### config.mk
export PLATFORM = sky130hd
export DESIGN_NAME = handheld_bus_decoder_mbc1
export DESIGN_NICKNAME = d
export VERILOG_FILES = /design/src/rtl/hbd_pkg.sv /design/src/rtl/handheld_bus_decoder_mbc1.sv
export SDC_FILE = /design/constraint.sdc
export NUM_CORES = 1
export LEC_CHECK = 0
export BUFFER_PORTS_ARGS = -buffer_cell sky130_fd_sc_hd__buf_2
export CAP_MARGIN = 5
export CORE_ASPECT_RATIO = 0.9
export CORE_MARGIN = 2
export CORE_UTILIZATION = 45
export DETAILED_ROUTE_END_ITERATION = 10
export PLACE_DENSITY = 0.71
export SLEW_MARGIN = 15
export SYNTH_ARGS = -nofsm -noshare
export SYNTH_HDL_FRONTEND = slang
export SYNTH_SLANG_ARGS = --single-unit
### constraint.sdc
create_clock -name aclk -period 3.9 [get_ports aclk]
set_input_delay 0.195 -clock aclk [delete_from_list [all_inputs] [get_ports aclk]]
set_output_delay 0.195 -clock aclk [all_outputs]
set_load 0.005 [all_outputs]
### src/rtl/hbd_pkg.sv
// Types and constants of the bus decoder with its bank controller.
`timescale 1ns / 1ps

package hbd_pkg;

    // One CPU bus access.
    typedef struct packed {
        logic        mode;
        logic [15:0] bus_address;
        logic [7:0]  write_byte;
    } hbd_in_t;

    // One decoded access.
    typedef struct packed {
        logic [3:0]  region;
        logic [18:0] offset;
        logic        store_enable;
        logic        dma_start;
        logic [7:0]  dma_source_page;
        logic        bank_error;
    } hbd_out_t;

    // Region codes.
    localparam logic [3:0] RGN_NONE   = 4'd0;
    localparam logic [3:0] RGN_ROM0   = 4'd1;
    localparam logic [3:0] RGN_ROMX   = 4'd2;
    localparam logic [3:0] RGN_VRAM   = 4'd3;
    localparam logic [3:0] RGN_EXTRAM = 4'd4;
    localparam logic [3:0] RGN_WRAM0  = 4'd5;
    localparam logic [3:0] RGN_WRAM1  = 4'd6;
    localparam logic [3:0] RGN_OAM    = 4'd7;
    localparam logic [3:0] RGN_IO     = 4'd8;
    localparam logic [3:0] RGN_HRAM   = 4'd9;
    localparam logic [3:0] RGN_IE     = 4'd10;

    // Configuration register indexes.
    localparam logic [1:0] CFG_CONTROLLER_KIND = 2'd0;
    localparam logic [1:0] CFG_ROM_BANK_COUNT  = 2'd1;
    localparam logic [1:0] CFG_EXT_RAM_MODE    = 2'd2;

    // Controller and external RAM codes.
    localparam logic       KIND_MBC1      = 1'b1;
    localparam logic [1:0] EXTRAM_NONE    = 2'd0;
    localparam logic [1:0] EXTRAM_2K      = 2'd1;

    // Access kind.
    localparam logic MODE_WRITE = 1'b1;

    // Address map boundaries.
    localparam logic [15:0] ADDR_IE      = 16'hFFFF;
    localparam logic [15:0] ADDR_HRAM    = 16'hFF80;
    localparam logic [15:0] ADDR_IO      = 16'hFF00;
    localparam logic [15:0] ADDR_DMA     = 16'hFF46;
    localparam logic [15:0] ADDR_UNUSED  = 16'hFEA0;
    localparam logic [15:0] ADDR_OAM     = 16'hFE00;
    localparam logic [15:0] ADDR_ECHO1   = 16'hF000;
    localparam logic [15:0] ADDR_ECHO0   = 16'hE000;
    localparam logic [15:0] ADDR_WRAM1   = 16'hD000;
    localparam logic [15:0] ADDR_WRAM0   = 16'hC000;
    localparam logic [15:0] ADDR_EXT_2K  = 16'hA800;
    localparam logic [15:0] ADDR_EXTRAM  = 16'hA000;
    localparam logic [15:0] ADDR_VRAM    = 16'h8000;
    localparam logic [15:0] ADDR_ROMX    = 16'h4000;
    localparam logic [15:0] ADDR_BANKSEL = 16'h2000;

    // Bank register value after reset.
    localparam logic [7:0] ROM_BANK_RESET = 8'd1;

endpackage

### src/rtl/handheld_bus_decoder_mbc1.sv
// Top level of the CPU bus decoder with its MBC1 ROM bank register.
//
//  Channel  | Ports                          | Carries
//  ---------+--------------------------------+------------------------------
//  input    | s_valid, s_ready, s_payload    | one bus access (hbd_in_t)
//  result   | m_valid, m_ready, m_payload    | one decoded access (hbd_out_t)
//  config   | psel, penable, pwrite, paddr,  | controller kind, bank count,
//           | pwdata, prdata, pready         | external RAM mode
//
// Each transaction passes through the input register and then the result
// register. A new transaction is taken every cycle unless the result side stalls.
// The bank register is updated as a transaction moves into the result register,
// so the following transaction already decodes with the new bank.
// Reset is synchronous; a stall on the result side holds the result stage and a full input stage in place.
`timescale 1ns / 1ps

module handheld_bus_decoder_mbc1 (
    input  logic               aclk,
    input  logic               aresetn,
    input  logic               s_valid,
    output logic               s_ready,
    input  hbd_pkg::hbd_in_t   s_payload,
    output logic               m_valid,
    input  logic               m_ready,
    output hbd_pkg::hbd_out_t  m_payload,
    input  logic               psel,
    input  logic               penable,
    input  logic               pwrite,
    input  logic [3:0]         paddr,
    input  logic [31:0]        pwdata,
    output logic [31:0]        prdata,
    output logic               pready
);
    import hbd_pkg::*;

    logic       controller_kind_reg;
    logic [5:0] rom_bank_count_reg;
    logic [1:0] ext_ram_mode_reg;
    logic [7:0] rom_bank_reg;
    logic [7:0] rom_bank_next;

    logic       in_valid_reg;
    hbd_in_t    in_reg;
    logic       out_valid_reg;
    hbd_out_t   out_reg;
    hbd_out_t   out_next;

    logic       advance;
    logic       cfg_write;
    logic [1:0] cfg_index;
    logic [7:0] bank_value;

    // Pipeline flow control: the input stage moves on when the result stage is free.
    assign advance = in_valid_reg && (!out_valid_reg || m_ready);
    assign s_ready = !in_valid_reg || advance;
    assign m_valid = out_valid_reg;
    assign m_payload = out_reg;

    // Configuration port.
    assign pready    = 1'b1;
    assign cfg_write = psel && penable && pwrite && pready;
    assign cfg_index = paddr[3:2];

    always_comb begin
        unique case (cfg_index)
            CFG_CONTROLLER_KIND: prdata = {31'd0, controller_kind_reg};
            CFG_ROM_BANK_COUNT:  prdata = {26'd0, rom_bank_count_reg};
            CFG_EXT_RAM_MODE:    prdata = {30'd0, ext_ram_mode_reg};
            default:             prdata = 32'd0;
        endcase
    end

    always_ff @(posedge aclk) begin
        if (!aresetn) begin
            controller_kind_reg <= 1'b0;
            rom_bank_count_reg  <= 6'd0;
            ext_ram_mode_reg    <= EXTRAM_NONE;
        end else if (cfg_write) begin
            unique case (cfg_index)
                CFG_CONTROLLER_KIND: controller_kind_reg <= pwdata[0];
                CFG_ROM_BANK_COUNT:  rom_bank_count_reg  <= pwdata[5:0];
                CFG_EXT_RAM_MODE:    ext_ram_mode_reg    <= pwdata[1:0];
                default: ;
            endcase
        end
    end

    // Decode of the registered access and the bank register update.
    assign bank_value = (in_reg.write_byte == 8'd0) ? 8'd1 : in_reg.write_byte;

    always_comb begin
        logic        wr;
        logic [15:0] a;
        wr = (in_reg.mode == MODE_WRITE);
        a  = in_reg.bus_address;
        out_next      = '0;
        rom_bank_next = rom_bank_reg;
        priority if (a == ADDR_IE) begin
            out_next.region       = RGN_IE;
            out_next.store_enable = wr;
        end else if (a >= ADDR_HRAM) begin
            out_next.region       = RGN_HRAM;
            out_next.offset       = {3'd0, a - ADDR_HRAM};
            out_next.store_enable = wr;
        end else if (a >= ADDR_IO) begin
            out_next.region = RGN_IO;
            out_next.offset = {3'd0, a - ADDR_IO};
            if (wr && a == ADDR_DMA) begin
                out_next.dma_start       = 1'b1;
                out_next.dma_source_page = in_reg.write_byte;
            end else begin
                out_next.store_enable = wr;
            end
        end else if (a >= ADDR_UNUSED) begin
            out_next.region = RGN_NONE;
        end else if (a >= ADDR_OAM) begin
            out_next.region       = RGN_OAM;
            out_next.offset       = {3'd0, a - ADDR_OAM};
            out_next.store_enable = wr;
        end else if (a >= ADDR_ECHO1) begin
            // Upper echo mirrors wram1.
            out_next.region       = RGN_WRAM1;
            out_next.offset       = {3'd0, a - ADDR_ECHO1};
            out_next.store_enable = wr;
        end else if (a >= ADDR_ECHO0) begin
            // Lower echo mirrors wram0.
            out_next.region       = RGN_WRAM0;
            out_next.offset       = {3'd0, a - ADDR_ECHO0};
            out_next.store_enable = wr;
        end else if (a >= ADDR_WRAM1) begin
            out_next.region       = RGN_WRAM1;
            out_next.offset       = {3'd0, a - ADDR_WRAM1};
            out_next.store_enable = wr;
        end else if (a >= ADDR_WRAM0) begin
            out_next.region       = RGN_WRAM0;
            out_next.offset       = {3'd0, a - ADDR_WRAM0};
            out_next.store_enable = wr;
        end else if (a >= ADDR_EXTRAM) begin
            // External RAM is blocked when absent or beyond the 2 KB window.
            if (ext_ram_mode_reg == EXTRAM_NONE ||
                (ext_ram_mode_reg == EXTRAM_2K && a >= ADDR_EXT_2K)) begin
                out_next.region = RGN_NONE;
            end else begin
                out_next.region       = RGN_EXTRAM;
                out_next.offset       = {3'd0, a - ADDR_EXTRAM};
                out_next.store_enable = wr;
            end
        end else if (a >= ADDR_VRAM) begin
            out_next.region       = RGN_VRAM;
            out_next.offset       = {3'd0, a - ADDR_VRAM};
            out_next.store_enable = wr;
        end else if (a >= ADDR_ROMX) begin
            // Bank times 16 KB plus the window offset, kept to 19 bits.
            out_next.region = RGN_ROMX;
            out_next.offset = {rom_bank_reg[4:0], a[13:0]};
        end else begin
            out_next.region = RGN_ROM0;
            out_next.offset = {3'd0, a};
            if (wr && controller_kind_reg == KIND_MBC1 && a >= ADDR_BANKSEL) begin
                if (bank_value < {2'd0, rom_bank_count_reg}) begin
                    rom_bank_next = bank_value;
                end else begin
                    out_next.bank_error = 1'b1;
                end
            end
        end
    end

    // Control state: stage valid flags and the bank register.
    always_ff @(posedge aclk) begin
        if (!aresetn) begin
            in_valid_reg  <= 1'b0;
            out_valid_reg <= 1'b0;
            rom_bank_reg  <= ROM_BANK_RESET;
        end else begin
            if (s_ready) begin
                in_valid_reg <= s_valid;
            end
            if (advance) begin
                out_valid_reg <= 1'b1;
                rom_bank_reg  <= rom_bank_next;
            end else if (m_ready) begin
                out_valid_reg <= 1'b0;
            end
        end
    end

    // Payload stages.
    always_ff @(posedge aclk) begin
        if (s_valid && s_ready) begin
            in_reg <= s_payload;
        end
        if (advance) begin
            out_reg <= out_next;
        end
    end

endmodule

==> results.yml <==
yosys:
  yosysSeqAreaShare_pct: 45.7
  syn_inst: 443
  ys_async_sr_fraction_pct: 0
  syn_avg_cell_area_sq_um: 10.3
  synth_warnings: 0
  synth_seq_cells: 75
  synth_edf_count: 59
  synth_area_sq_um: 4570
  ys.flop_type: "edfxtp_1"
  synth_cell_type_count: 63
worst_hold_path:
  worstHoldStart: "s_payload[1]"
  hold_end: "in_reg[1]"
  hold_depth: 1
  hold_path.class: "in2reg"
clock_tree:
  clock-root-buffer: "clkbuf_16"
  postCtsSetupRepairBufs: 0
  ctsLongestPathBuffers: 2
  clock_latency_ns: 0.34
  cts_resized: 0
  cts.sinks: 75
  cts.clk_slew.worst_paths_ns: 0.07
  ctsHoldBuffers: 0
  cts.htree.levels: 3
  cts_tree: "done"
  cts_buffers: 9
run_status:
  outcome: "finished clean"
layout:
  drive_above_1_share_pct: 22.4
  num_antenna_cells: 0
  largest_reg_flops: 34
  nets: 614
  final_cell_area_sq_um: 5280
  num-fill-cells: 878
  area_delta_synth_final_pct: 15.5
  final_cell_count_no_fill: 652
die:
  die_x_um: 110
  dieArea_sq_um: 11000
  coreArea_sq_um: 9780
  io_pins: 137
  start_util_pct: 46.7
  num_rows: 34
  chipHeight_um: 99.6
sta:
  finalCritPeriodShare_pct: 82.3
  tightest_slew_ns: 1.08
  grt_setup_unrepaired: "false"
  setup_viol: 0
  hold_viol: 0
  drv_slew: 0
  timing.hold.ws_ns: 0.0269
  fin_skew_ns: 0.00808
  setup_tns_ns: 0
  max_freq_ghz: 0.312
  fin_crit_ns: 3.21
  slew_headroom_pct: 27.7
drt:
  drt_iter0_drc: 342
  postRouteAntennaNets: 0
  num_vias: 3641
  route.detailed.drc: 0
  wire_per_inst_um: 17.1
  dr.pass1.iters: 5
  vias_per_cell: 5.58
  wl_mm: 11.2
global_routing:
  grt_pass1_vias: 3404
  antenna_found_initial: 0
  grt_max_degree: 37
  grtUsageTotal_pct: 20.5
  grt_pass1_wl_mm: 17.3
  grt_overflow: 0
pwr:
  power.density_nw_per_um2: 371
  ir_drop_mv: 0.267
  p_leak_nw: 2.12
setup_path:
  critPathMaxFanout: 10
  r2r_start: "in_reg[16]"
  max_stage_delay_ns: 0.60
  r2r_cells: 8
  path_cells: "inv_1 > ha_1 > or3b_2 > o41a_1 > nor3_2 > a211oi_1 > o21a_1 > o31ai_1"
  crit_family: "compound AO/OA/AOI/OAI gates"
  setup.worst_path.end_class: "register"
  regToRegSetupSlack_ns: 0.69
  required_ns: 4.04
  cp-start-kind: "register"
  path_buf_inv: 1
  critPathKind: "reg2reg"
  cp.arrival_ns: 3.35
  slowest_stage: "or3b_2"
  r2r-end: "m_payload[25]"
place:
  post-dp-hpwl_mm: 8.25
  port_buffers: 81
  place_area_sq_um: 5000
  gp_congestion: 0.921
  placed_cells: 636
flow_run:
  drv_cap: 0
-- kinds of logic after synthesis --
family,after synthesis,share of synthesized area [%]
other cells,2,0.164
flops,75,45.7
simple gates,168,20.7
xor+xnor,15,2.87
compound gates,81,13.3
mux,13,2.85
buf+inv,64,7.58
fa+ha+maj,25,6.84
-- metrics by stage --
step | setup slack [ns] | total power, mW | util [%]
after floorplan | 1.01 | 1.10 | -
after global placement | 0.687 | 1.17 | 51.1
after detailed placement | 0.756 | 1.17 | 51.1
after CTS | 0.733 | 1.97 | 54.0
after global routing | 0.571 | 2.03 | 54.0
final | 0.690 | 1.96 | 54.0
-- metal layers --
layer  vias to the layer above  wire length, um  global-route usage, %
met4                         0              279                   7.40
met5                         -                0                      0
met3                        25              844                   3.21
li1                       1736                -                      -
met1                      1705             4960                   28.9
met2                       175             5090                   31.9
-- layout by cell type, fill, tap and decap left out, types with 4 or more instances in the layout --
cell	n
nand4_1	8
a21oi_1	15
o22ai_1	4
nand3_1	18
mux2i_1	13
o21ai_1	7
clkbuf_16	9
a211oi_1	4
nor4_1	5
ha_1	25
nor2b_1	4
conb_1	27
xnor2_1	14
buf_4	4
dfxtp_1	16
nor3_1	8
edfxtp_1	59
nand2_1	33
inv_1	20
nor2_1	28
o31ai_1	5
and2_1	32
nand2b_1	4
buf_2	81
o21ai_0	10
a31oi_1	9
-- synth_stat cells, drive strengths merged, types with 4 or more instances --
library cell,instances,share of area [%]
inv,20,1.6
nor3,9,1.1
o41ai,6,2.5
o21ai,17,1.9
mux2i,13,2.8
nand3,18,2.0
a211oi,4,0.66
nand2,33,2.7
ha,25,6.8
or4,5,0.98
a31oi,9,1.2
buf,31,4.9
edfxtp,59,39
o22ai,4,0.55
o31ai,5,0.82
xnor2,14,2.7
dfxtp,16,7.0
nand4,8,1.1
nor2b,5,0.68
nand2b,5,0.74
nor2,28,2.3
a21oi,16,1.8
nor4,8,1.5
and2,32,4.4
clkbuf,12,0.98
-- layout make-up --
class | instances | area, sq um | share of cell area, %
clock buffers | 9 | 225 | 4.26
repair buffers | 85 | 435 | 8.24
clock inverters | 7 | 57.6 | 1.09
well taps | 126 | 158 | 2.98
multi-input cells | 329 | 2240 | 42.3
inverters | 21 | 78.8 | 1.49
flip-flops and latches | 75 | 2090 | 39.6
-- power by group --
part           switching [mW]  internal, mW  total (mW)  leakage, nW
clock                   0.355         0.441       0.796        0.135
combinational           0.130        0.0912       0.221         1.30
sequential             0.0338         0.907       0.941        0.689
total                   0.518          1.44        1.96         2.12
-- how the worst max path moves through the flow --
stage	from	cells after the start	endpoint	slack [ns]
floorplan	in_reg[16]	9	m_payload[19]	1.01
global placement	in_reg[16]	8	m_payload[14]	0.69
detailed placement	in_reg[16]	8	m_payload[21]	0.76
CTS	in_reg[16]	8	m_payload[14]	0.73
global route	in_reg[16]	8	m_payload[11]	0.57
finish	in_reg[16]	8	m_payload[25]	0.69
(Power assumes the default switching activity.)
